`src/hdl/mpdt_pkg.sv`:
```
// shared types and constants for the multi-pump dose timer
package mpdt_pkg;

    // pump count and derived widths
    localparam int PUMPS     = 4;
    localparam int PUMP_W    = (PUMPS > 1) ? $clog2(PUMPS) : 1;
    localparam int MS_W      = 32;
    localparam int VOL_W     = 16;
    localparam int RATE_W    = 16;
    localparam int NEED_W    = 32;
    localparam int DOSED_W   = MS_W + RATE_W;
    localparam int MASK_W    = 4;
    localparam int COUNT_W   = 3;
    localparam int CFG_IDX_W = 3;
    localparam int CFG_W     = 16;

    // milliseconds in one minute, and volume limits after reset
    localparam logic [VOL_W-1:0] MS_PER_MIN  = 16'd60000;
    localparam logic [VOL_W-1:0] MIN_DOSE_RST = 16'd10;
    localparam logic [VOL_W-1:0] MAX_DOSE_RST = 16'd50000;

    typedef enum logic [1:0] {
        OP_TICK   = 2'd0,
        OP_START  = 2'd1,
        OP_CANCEL = 2'd2,
        OP_QUERY  = 2'd3
    } t_opcode;

    typedef enum logic [1:0] {
        PH_IDLE   = 2'd0,
        PH_DOSING = 2'd1,
        PH_DONE   = 2'd2,
        PH_ERR    = 2'd3
    } t_phase;

    // configuration register indexes
    typedef enum logic [CFG_IDX_W-1:0] {
        CFG_RATE0  = 3'd0,
        CFG_RATE1  = 3'd1,
        CFG_RATE2  = 3'd2,
        CFG_RATE3  = 3'd3,
        CFG_ACTIVE = 3'd4,
        CFG_MIN    = 3'd5,
        CFG_MAX    = 3'd6
    } t_cfg_idx;

    typedef enum logic [2:0] {
        S_IDLE,
        S_OP,
        S_MUL,
        S_CMP,
        S_FIN
    } t_state;

    typedef struct packed {
        t_opcode           opcode;
        logic [2:0]        pump_select;
        logic [VOL_W-1:0]  dose_volume;
    } t_in_item;

    typedef struct packed {
        logic               op_ok;
        t_phase             queried_phase;
        logic [MASK_W-1:0]  run_mask;
        logic [MASK_W-1:0]  done_mask;
        logic [MASK_W-1:0]  fault_mask;
        logic [COUNT_W-1:0] active_count;
    } t_out_item;

    // controller to datapath
    typedef struct packed {
        logic              latch;
        logic              op_step;
        logic              mul;
        logic              cmp;
        logic              load_out;
        logic [PUMP_W-1:0] pump;
    } t_dp_cmd;

    // datapath to controller
    typedef struct packed {
        logic is_tick;
    } t_dp_stat;

endpackage

```
`src/hdl/multi_pump_dose_timer_top.sv`:
```
// top level of the multi-pump dose timer
// Dosing job table for PUMPS pumps. One item is taken at a time: a start,
// cancel or query is applied and then goes straight to the result, while
// a tick walks the pumps one by one through a shared multiply step
// (elapsed ms times rate, and volume times 60000) and a compare step.
// A finished result sits in an output register, so the next item is
// taken while it waits to transfer.
// Rate and limit registers may be written at any time the block is idle.
module multi_pump_dose_timer_top
    import mpdt_pkg::*;
(
    input  logic                 i_clk,
    input  logic                 i_rst_n,
    input  logic                 i_in_valid,
    output logic                 o_in_stall,
    input  t_in_item             i_in_data,
    output logic                 o_out_valid,
    input  logic                 i_out_stall,
    output t_out_item            o_out_data,
    input  logic                 i_cfg_we,
    input  logic [CFG_IDX_W-1:0] i_cfg_index,
    input  logic [CFG_W-1:0]     i_cfg_data
);

    t_dp_cmd  w_cmd;
    t_dp_stat w_stat;

    // controller
    mpdt_ctrl u_ctrl (
        .i_clk       (i_clk),
        .i_rst_n     (i_rst_n),
        .i_in_valid  (i_in_valid),
        .o_in_stall  (o_in_stall),
        .o_out_valid (o_out_valid),
        .i_out_stall (i_out_stall),
        .i_stat      (w_stat),
        .o_cmd       (w_cmd)
    );

    // datapath
    mpdt_dp u_dp (
        .i_clk       (i_clk),
        .i_rst_n     (i_rst_n),
        .i_cmd       (w_cmd),
        .o_stat      (w_stat),
        .i_in_data   (i_in_data),
        .i_cfg_we    (i_cfg_we),
        .i_cfg_index (i_cfg_index),
        .i_cfg_data  (i_cfg_data),
        .o_out_data  (o_out_data)
    );

endmodule

```
`src/hdl/mpdt_ctrl.sv`:
```
// sequencing state machine: accept, apply, per-pump tick visits, result hand-off
module mpdt_ctrl
    import mpdt_pkg::*;
(
    input  logic     i_clk,
    input  logic     i_rst_n,
    input  logic     i_in_valid,
    output logic     o_in_stall,
    output logic     o_out_valid,
    input  logic     i_out_stall,
    input  t_dp_stat i_stat,
    output t_dp_cmd  o_cmd
);

    t_state            r_state, n_state;
    logic [PUMP_W-1:0] r_pump, n_pump;
    logic              r_out_valid, n_out_valid;
    logic              w_slot_free;

    // output slot is free when empty or being drained this cycle
    assign w_slot_free = !r_out_valid || !i_out_stall;

    // state, pump counter and output valid
    always_ff @(posedge i_clk) begin
        if (!i_rst_n) begin
            r_state     <= S_IDLE;
            r_pump      <= '0;
            r_out_valid <= 1'b0;
        end else begin
            r_state     <= n_state;
            r_pump      <= n_pump;
            r_out_valid <= n_out_valid;
        end
    end

    // next state and commands
    always_comb begin
        n_state       = r_state;
        n_pump        = r_pump;
        o_cmd         = '0;
        o_cmd.pump    = r_pump;
        n_out_valid   = r_out_valid && i_out_stall;
        o_in_stall    = 1'b1;
        unique case (r_state)
            S_IDLE: begin
                o_in_stall = 1'b0;
                if (i_in_valid) begin
                    o_cmd.latch = 1'b1;
                    n_state     = S_OP;
                end
            end
            S_OP: begin
                o_cmd.op_step = 1'b1;
                n_pump        = '0;
                n_state       = i_stat.is_tick ? S_MUL : S_FIN;
            end
            S_MUL: begin
                o_cmd.mul = 1'b1;
                n_state   = S_CMP;
            end
            S_CMP: begin
                o_cmd.cmp = 1'b1;
                if (r_pump == PUMP_W'(PUMPS - 1)) begin
                    n_state = S_FIN;
                end else begin
                    n_pump  = r_pump + 1'b1;
                    n_state = S_MUL;
                end
            end
            S_FIN: begin
                if (w_slot_free) begin
                    o_cmd.load_out = 1'b1;
                    n_out_valid    = 1'b1;
                    n_state        = S_IDLE;
                end
            end
            default: begin
                n_state = S_IDLE;
            end
        endcase
    end

    assign o_out_valid = r_out_valid;

endmodule

```
`src/hdl/mpdt_dp.sv`:
```
// datapath: config registers, job table, tick arithmetic and result register
module mpdt_dp
    import mpdt_pkg::*;
(
    input  logic                 i_clk,
    input  logic                 i_rst_n,
    input  t_dp_cmd              i_cmd,
    output t_dp_stat             o_stat,
    input  t_in_item             i_in_data,
    input  logic                 i_cfg_we,
    input  logic [CFG_IDX_W-1:0] i_cfg_index,
    input  logic [CFG_W-1:0]     i_cfg_data,
    output t_out_item            o_out_data
);

    // configuration
    logic [RATE_W-1:0]  r_rate [PUMPS];
    logic [MASK_W-1:0]  r_active;
    logic [VOL_W-1:0]   r_min;
    logic [VOL_W-1:0]   r_max;

    // job table
    logic [MS_W-1:0]    r_ms;
    t_phase             r_phase     [PUMPS];
    logic [VOL_W-1:0]   r_job_vol   [PUMPS];
    logic [MS_W-1:0]    r_job_start [PUMPS];

    // latched item and working registers
    t_opcode            r_op;
    logic [2:0]         r_sel;
    logic [VOL_W-1:0]   r_vol;
    logic               r_ok;
    logic [DOSED_W-1:0] r_dosed;
    logic [NEED_W-1:0]  r_need;
    logic [MASK_W-1:0]  r_done;
    logic [MASK_W-1:0]  r_fault;
    t_out_item          r_out;

    logic               w_valid;
    logic [PUMP_W-1:0]  w_idx;
    logic [MS_W-1:0]    w_elapsed;
    logic               w_start_ok;
    logic [MASK_W-1:0]  w_run;
    logic [COUNT_W-1:0] w_count;
    t_phase             w_qphase;

    assign w_valid   = r_sel < 3'(PUMPS);
    assign w_idx     = r_sel[PUMP_W-1:0];
    assign w_elapsed = r_ms - r_job_start[i_cmd.pump];
    assign o_stat.is_tick = (r_op == OP_TICK);

    // start checks: index, volume window, not already dosing, pump enabled
    assign w_start_ok = w_valid && (r_vol >= r_min) && (r_vol <= r_max)
                     && (r_phase[w_idx] != PH_DOSING) && r_active[r_sel[1:0]];

    // configuration writes
    always_ff @(posedge i_clk) begin
        if (!i_rst_n) begin
            for (int p = 0; p < PUMPS; p++) begin
                r_rate[p] <= '0;
            end
            r_active <= '0;
            r_min    <= MIN_DOSE_RST;
            r_max    <= MAX_DOSE_RST;
        end else if (i_cfg_we) begin
            unique case (i_cfg_index) inside
                CFG_RATE0, CFG_RATE1, CFG_RATE2, CFG_RATE3: begin
                    if (i_cfg_index < CFG_IDX_W'(PUMPS)) begin
                        r_rate[i_cfg_index[PUMP_W-1:0]] <= i_cfg_data;
                    end
                end
                CFG_ACTIVE: r_active <= i_cfg_data[MASK_W-1:0];
                CFG_MIN:    r_min    <= i_cfg_data;
                CFG_MAX:    r_max    <= i_cfg_data;
                default: begin
                end
            endcase
        end
    end

    // millisecond counter and job phases
    always_ff @(posedge i_clk) begin
        if (!i_rst_n) begin
            r_ms <= '0;
            for (int p = 0; p < PUMPS; p++) begin
                r_phase[p] <= PH_IDLE;
            end
        end else if (i_cmd.op_step) begin
            case (r_op)
                OP_TICK:   r_ms <= r_ms + 1'b1;
                OP_START: begin
                    if (w_start_ok) begin
                        r_phase[w_idx] <= PH_DOSING;
                    end
                end
                OP_CANCEL: begin
                    if (w_valid) begin
                        r_phase[w_idx] <= PH_IDLE;
                    end
                end
                default: begin
                end
            endcase
        end else if (i_cmd.cmp) begin
            case (r_phase[i_cmd.pump])
                PH_DONE, PH_ERR: r_phase[i_cmd.pump] <= PH_IDLE;
                PH_DOSING: begin
                    if (r_rate[i_cmd.pump] == '0) begin
                        r_phase[i_cmd.pump] <= PH_ERR;
                    end else if (r_dosed >= DOSED_W'(r_need)) begin
                        r_phase[i_cmd.pump] <= PH_DONE;
                    end
                end
                default: begin
                end
            endcase
        end
    end

    // item latch, job payload, ok flag and tick event masks
    always_ff @(posedge i_clk) begin
        if (i_cmd.latch) begin
            r_op    <= i_in_data.opcode;
            r_sel   <= i_in_data.pump_select;
            r_vol   <= i_in_data.dose_volume;
            r_done  <= '0;
            r_fault <= '0;
        end
        if (i_cmd.op_step) begin
            case (r_op)
                OP_TICK:  r_ok <= 1'b1;
                OP_START: r_ok <= w_start_ok;
                default:  r_ok <= w_valid;
            endcase
            if (r_op == OP_START && w_start_ok) begin
                r_job_vol[w_idx]   <= r_vol;
                r_job_start[w_idx] <= r_ms;
            end
        end
        // dosed = elapsed * rate, need = volume * ms per minute
        if (i_cmd.mul) begin
            r_dosed <= DOSED_W'(w_elapsed) * DOSED_W'(r_rate[i_cmd.pump]);
            r_need  <= NEED_W'(r_job_vol[i_cmd.pump]) * NEED_W'(MS_PER_MIN);
        end
        if (i_cmd.cmp && r_phase[i_cmd.pump] == PH_DOSING) begin
            if (r_rate[i_cmd.pump] == '0) begin
                r_fault[i_cmd.pump] <= 1'b1;
            end else if (r_dosed >= DOSED_W'(r_need)) begin
                r_done[i_cmd.pump] <= 1'b1;
            end
        end
        if (i_cmd.load_out) begin
            r_out <= '{op_ok:         r_ok,
                       queried_phase: w_qphase,
                       run_mask:      w_run,
                       done_mask:     r_done,
                       fault_mask:    r_fault,
                       active_count:  w_count};
        end
    end

    // run mask, dosing count and queried phase
    always_comb begin
        w_run   = '0;
        w_count = '0;
        for (int p = 0; p < PUMPS; p++) begin
            if (r_phase[p] == PH_DOSING) begin
                w_run[p] = 1'b1;
                w_count  = w_count + 1'b1;
            end
        end
        w_qphase = w_valid ? r_phase[w_idx] : PH_ERR;
    end

    assign o_out_data = r_out;

endmodule

```
`config.mk`:
```
export PLATFORM = sky130hd
export DESIGN_NAME = multi_pump_dose_timer_top
export DESIGN_NICKNAME = d
export VERILOG_FILES = /design/src/hdl/mpdt_pkg.sv /design/src/hdl/multi_pump_dose_timer_top.sv /design/src/hdl/mpdt_ctrl.sv /design/src/hdl/mpdt_dp.sv
export SDC_FILE = /design/constraint.sdc
export NUM_CORES = 2
export LEC_CHECK = 0
export BUFFER_PORTS_ARGS = -buffer_cell sky130_fd_sc_hd__clkbuf_2
export CAP_MARGIN = 20
export CORE_MARGIN = 3
export CORE_UTILIZATION = 55
export CTS_BUF_LIST = sky130_fd_sc_hd__clkbuf_4
export DETAILED_ROUTE_END_ITERATION = 8
export GPL_TIMING_DRIVEN = 0
export PLACE_DENSITY_LB_ADDON = 0.08
export REMOVE_ABC_BUFFERS = 1
export SLEW_MARGIN = 25
export SYNTH_ARGS = -nofsm -noshare
export SYNTH_HDL_FRONTEND = slang
export SYNTH_SLANG_ARGS = --single-unit
```
`constraint.sdc`:
```
create_clock -name i_clk -period 11.7 [get_ports i_clk]
set_input_delay 0.585 -clock i_clk [delete_from_list [all_inputs] [get_ports i_clk]]
set_output_delay 0.585 -clock i_clk [all_outputs]
set_load 0.02 [all_outputs]
```
==> flow_summary.ini <==
[sta]
hold_violations = 0
min_period_ps = 11000
worst_pin_slew_ps = 1170
fin_worst_skew_ps = 119
relSlewSlack = 0.213
slew_violations = 0
finalCritPeriodShare = 0.940
final-setup-viol-count = 0
fin_ws_ps = 704
rsz0062_at_grt = no
tns_ps = 0
clock.fmax_ghz = 0.0909

[global_routing]
track_usage = 0.271
grt_max_degree = 64
grt_pass1_vias = 29500
overflow = 0
grt_pass1_wl_um = 158000
antenna_found_initial = 4

[clock_network]
cts_setup_buffers = 0
cts_inserted_buffers = 118
htree_levels = 3
cts.sinks = 465
clk_latency_ps = 980
root_buffer = clkbuf_4
cts_tree = yes
cts_buffer_depth = 3
clk_pin_slew_ps = 70

[synthesis]
syn_inst = 3714
avgSynthCellArea_um2 = 10.7
synth_edf_count = 379
synth.distinct_cells = 78
async_flop_share = 0
synth_area_um2 = 39600
yosysSeqAreaShare = 0.331
yosys_warnings = 0
synth-seq-cells = 465
synth_ff_type = edfxtp_1

[placement]
routabilityCongestion = 0.902
pre_cts_slack_ps = 382
dp.cells = 4626
numPortBuffers = 64
place_area_um2 = 41400
dp_hpwl_um = 73900

[routing]
routed_wl_um = 98800
drtPass1Iterations = 5
vias = 27500
drt_iter0_markers = 1857
via_per_inst = 5.62
wl_per_cell_um = 20.2
remaining_drc_errors = 0
postRouteAntennaNets = 0

[cells_and_area]
final_nets = 4665
design_area_um2 = 43600
area_growth_pct = 10.1
fillers = 5878
seqCellArea_um2 = 13100
mostFrequentLayoutCells = inv_1 (630), fa_1 (480), nand2_1 (460), edfxtp_1 (379), ha_1 (295)
layout-drive-gt1-share = 0.119
final_cells = 4893
fin_util = 0.617
multi_input_area_um2 = 24000
final_common_cell = inv_1

[floorplan]
placementRows = 97
die_h_um = 274
start_util = 0.560
coreArea_um2 = 70600
die-area_um2 = 75200
die_x_um = 274
ioPinCount = 65

[critical_path]
crit_path_max_fanout = 37
crit_top_cell = fa_1
end_kind = register
slowest_stage = xnor2_1
critPathArrivalTime_ps = 11700
crit_family = adder cells
critPathMaxStageDelay_ps = 970
crit_path_start_kind = register
critPathRequiredTime_ps = 12410
path_class = register to register
critical_path_buf_inv_count = 5

[min_path]
hold_path_class = primary input to register

[power]
powerDensity_nw_per_um2 = 248
max-vdd-ir-drop_mv = 0.360
p_leak_nw = 19.4

[run]
cap_violations = 0

[status]
outcome = finished clean
==> through the flow <==
stage | hold WS [ps] | power (W)
after floorplan | 400 | 0.00749
after global placement | 438 | 0.00912
after detailed placement | 408 | 0.00923
after CTS | 158 | 0.0108
after global routing | 159 | 0.0119
final | 199 | 0.0108
==> registers in the layout, indices dropped and copies added (netlist names), 8 cells and up, named ones only <==
name              count
u_dp.o_out_data      18
u_dp.r_dosed         48
u_dp.r_job_start    128
u_dp.r_job_vol       64
u_dp.r_max           16
u_dp.r_min           16
u_dp.r_ms            32
u_dp.r_need          27
u_dp.r_phase          8
u_dp.r_rate          64
u_dp.r_vol           16
==> area by class of cell <==
type                            instances  share of cell area
Sequential cell                       465               0.301
Timing Repair Buffer                  137              0.0288
Antenna cell                            4            0.000230
Tap cell                              940              0.0270
Clock buffer                          193              0.0332
Inverter                              633              0.0546
Clock inverter                         31             0.00560
Multi-Input combinational cell       2490               0.550
==> worst min-delay path, cell delays in order <==
cell and delay (ps):
clkbuf_2 100, nand2_1 170, o21ai_0 200, a21oi_1 60
==> routing by layer <==
| layer | part of all wire | vias up | global-route usage |
|---|---|---|---|
| met4 | 0.030 | 2 | 0.0812 |
| met5 | 0.00047 | - | 0 |
| met2 | 0.46 | 1069 | 0.435 |
| met1 | 0.43 | 13700 | 0.375 |
| li1 | - | 12500 | - |
| met3 | 0.083 | 208 | 0.0567 |
==> Yosys cell counts, types with 28 or more instances <==
library cell  number  area [um2]
ha_1             295        3690
mux4_2            59        1330
o21ai_0           72         360
nand2b_1          29         181
xnor2_1           67         587
xor2_1            58         508
edfxtp_1         379       11400
nand2_1          460        1730
a21o_1            76         571
inv_1            631        2370
a21oi_1          131         656
clkbuf_1         108         405
nor2b_1           28         175
nor3_1            31         155
dfxtp_1           86        1720
nor2_1           288        1080
fa_1             480        9610
and2_1            63         394
nand3_1           40         200
==> where the power goes <==
group          total (W)  internal, W  switching [W]
Clock            0.00151     0.000805       0.000706
Sequential       0.00224      0.00220      0.0000399
Combinational    0.00707      0.00294        0.00414
==> kinds of logic after synthesis <==
kind of cell               Yosys count  synth area share
xor gates and xnor gates           125            0.0277
AOI/OAI and AO/OA                  444            0.0725
adders and majority gates          775             0.336
and+or+nand+nor                   1061             0.120
muxes                               85            0.0405
buffers and inverters              759            0.0726
DFF                                465             0.331
==> path summary, 6_finish.rpt <==
path                                     start               end  slack (ps)  cells after the start
worst max register to register        register  u_dp.r_dosed[45]         700                     34
worst max-delay path                  register  u_dp.r_dosed[45]         700                     34
worst min-delay path            i_cfg_index[2]  u_dp.r_active[0]         200                      4
worst min register to register  u_dp.r_min[12]    u_dp.r_min[12]         450                      2
==> repair_timing <==
item	CTS	global route
endpoints found under the setup margin	0	9
hold endpoints to repair	63	0
hold buffers	39	0
resized for setup	0	6
Power figures use the tool's default switching activity.
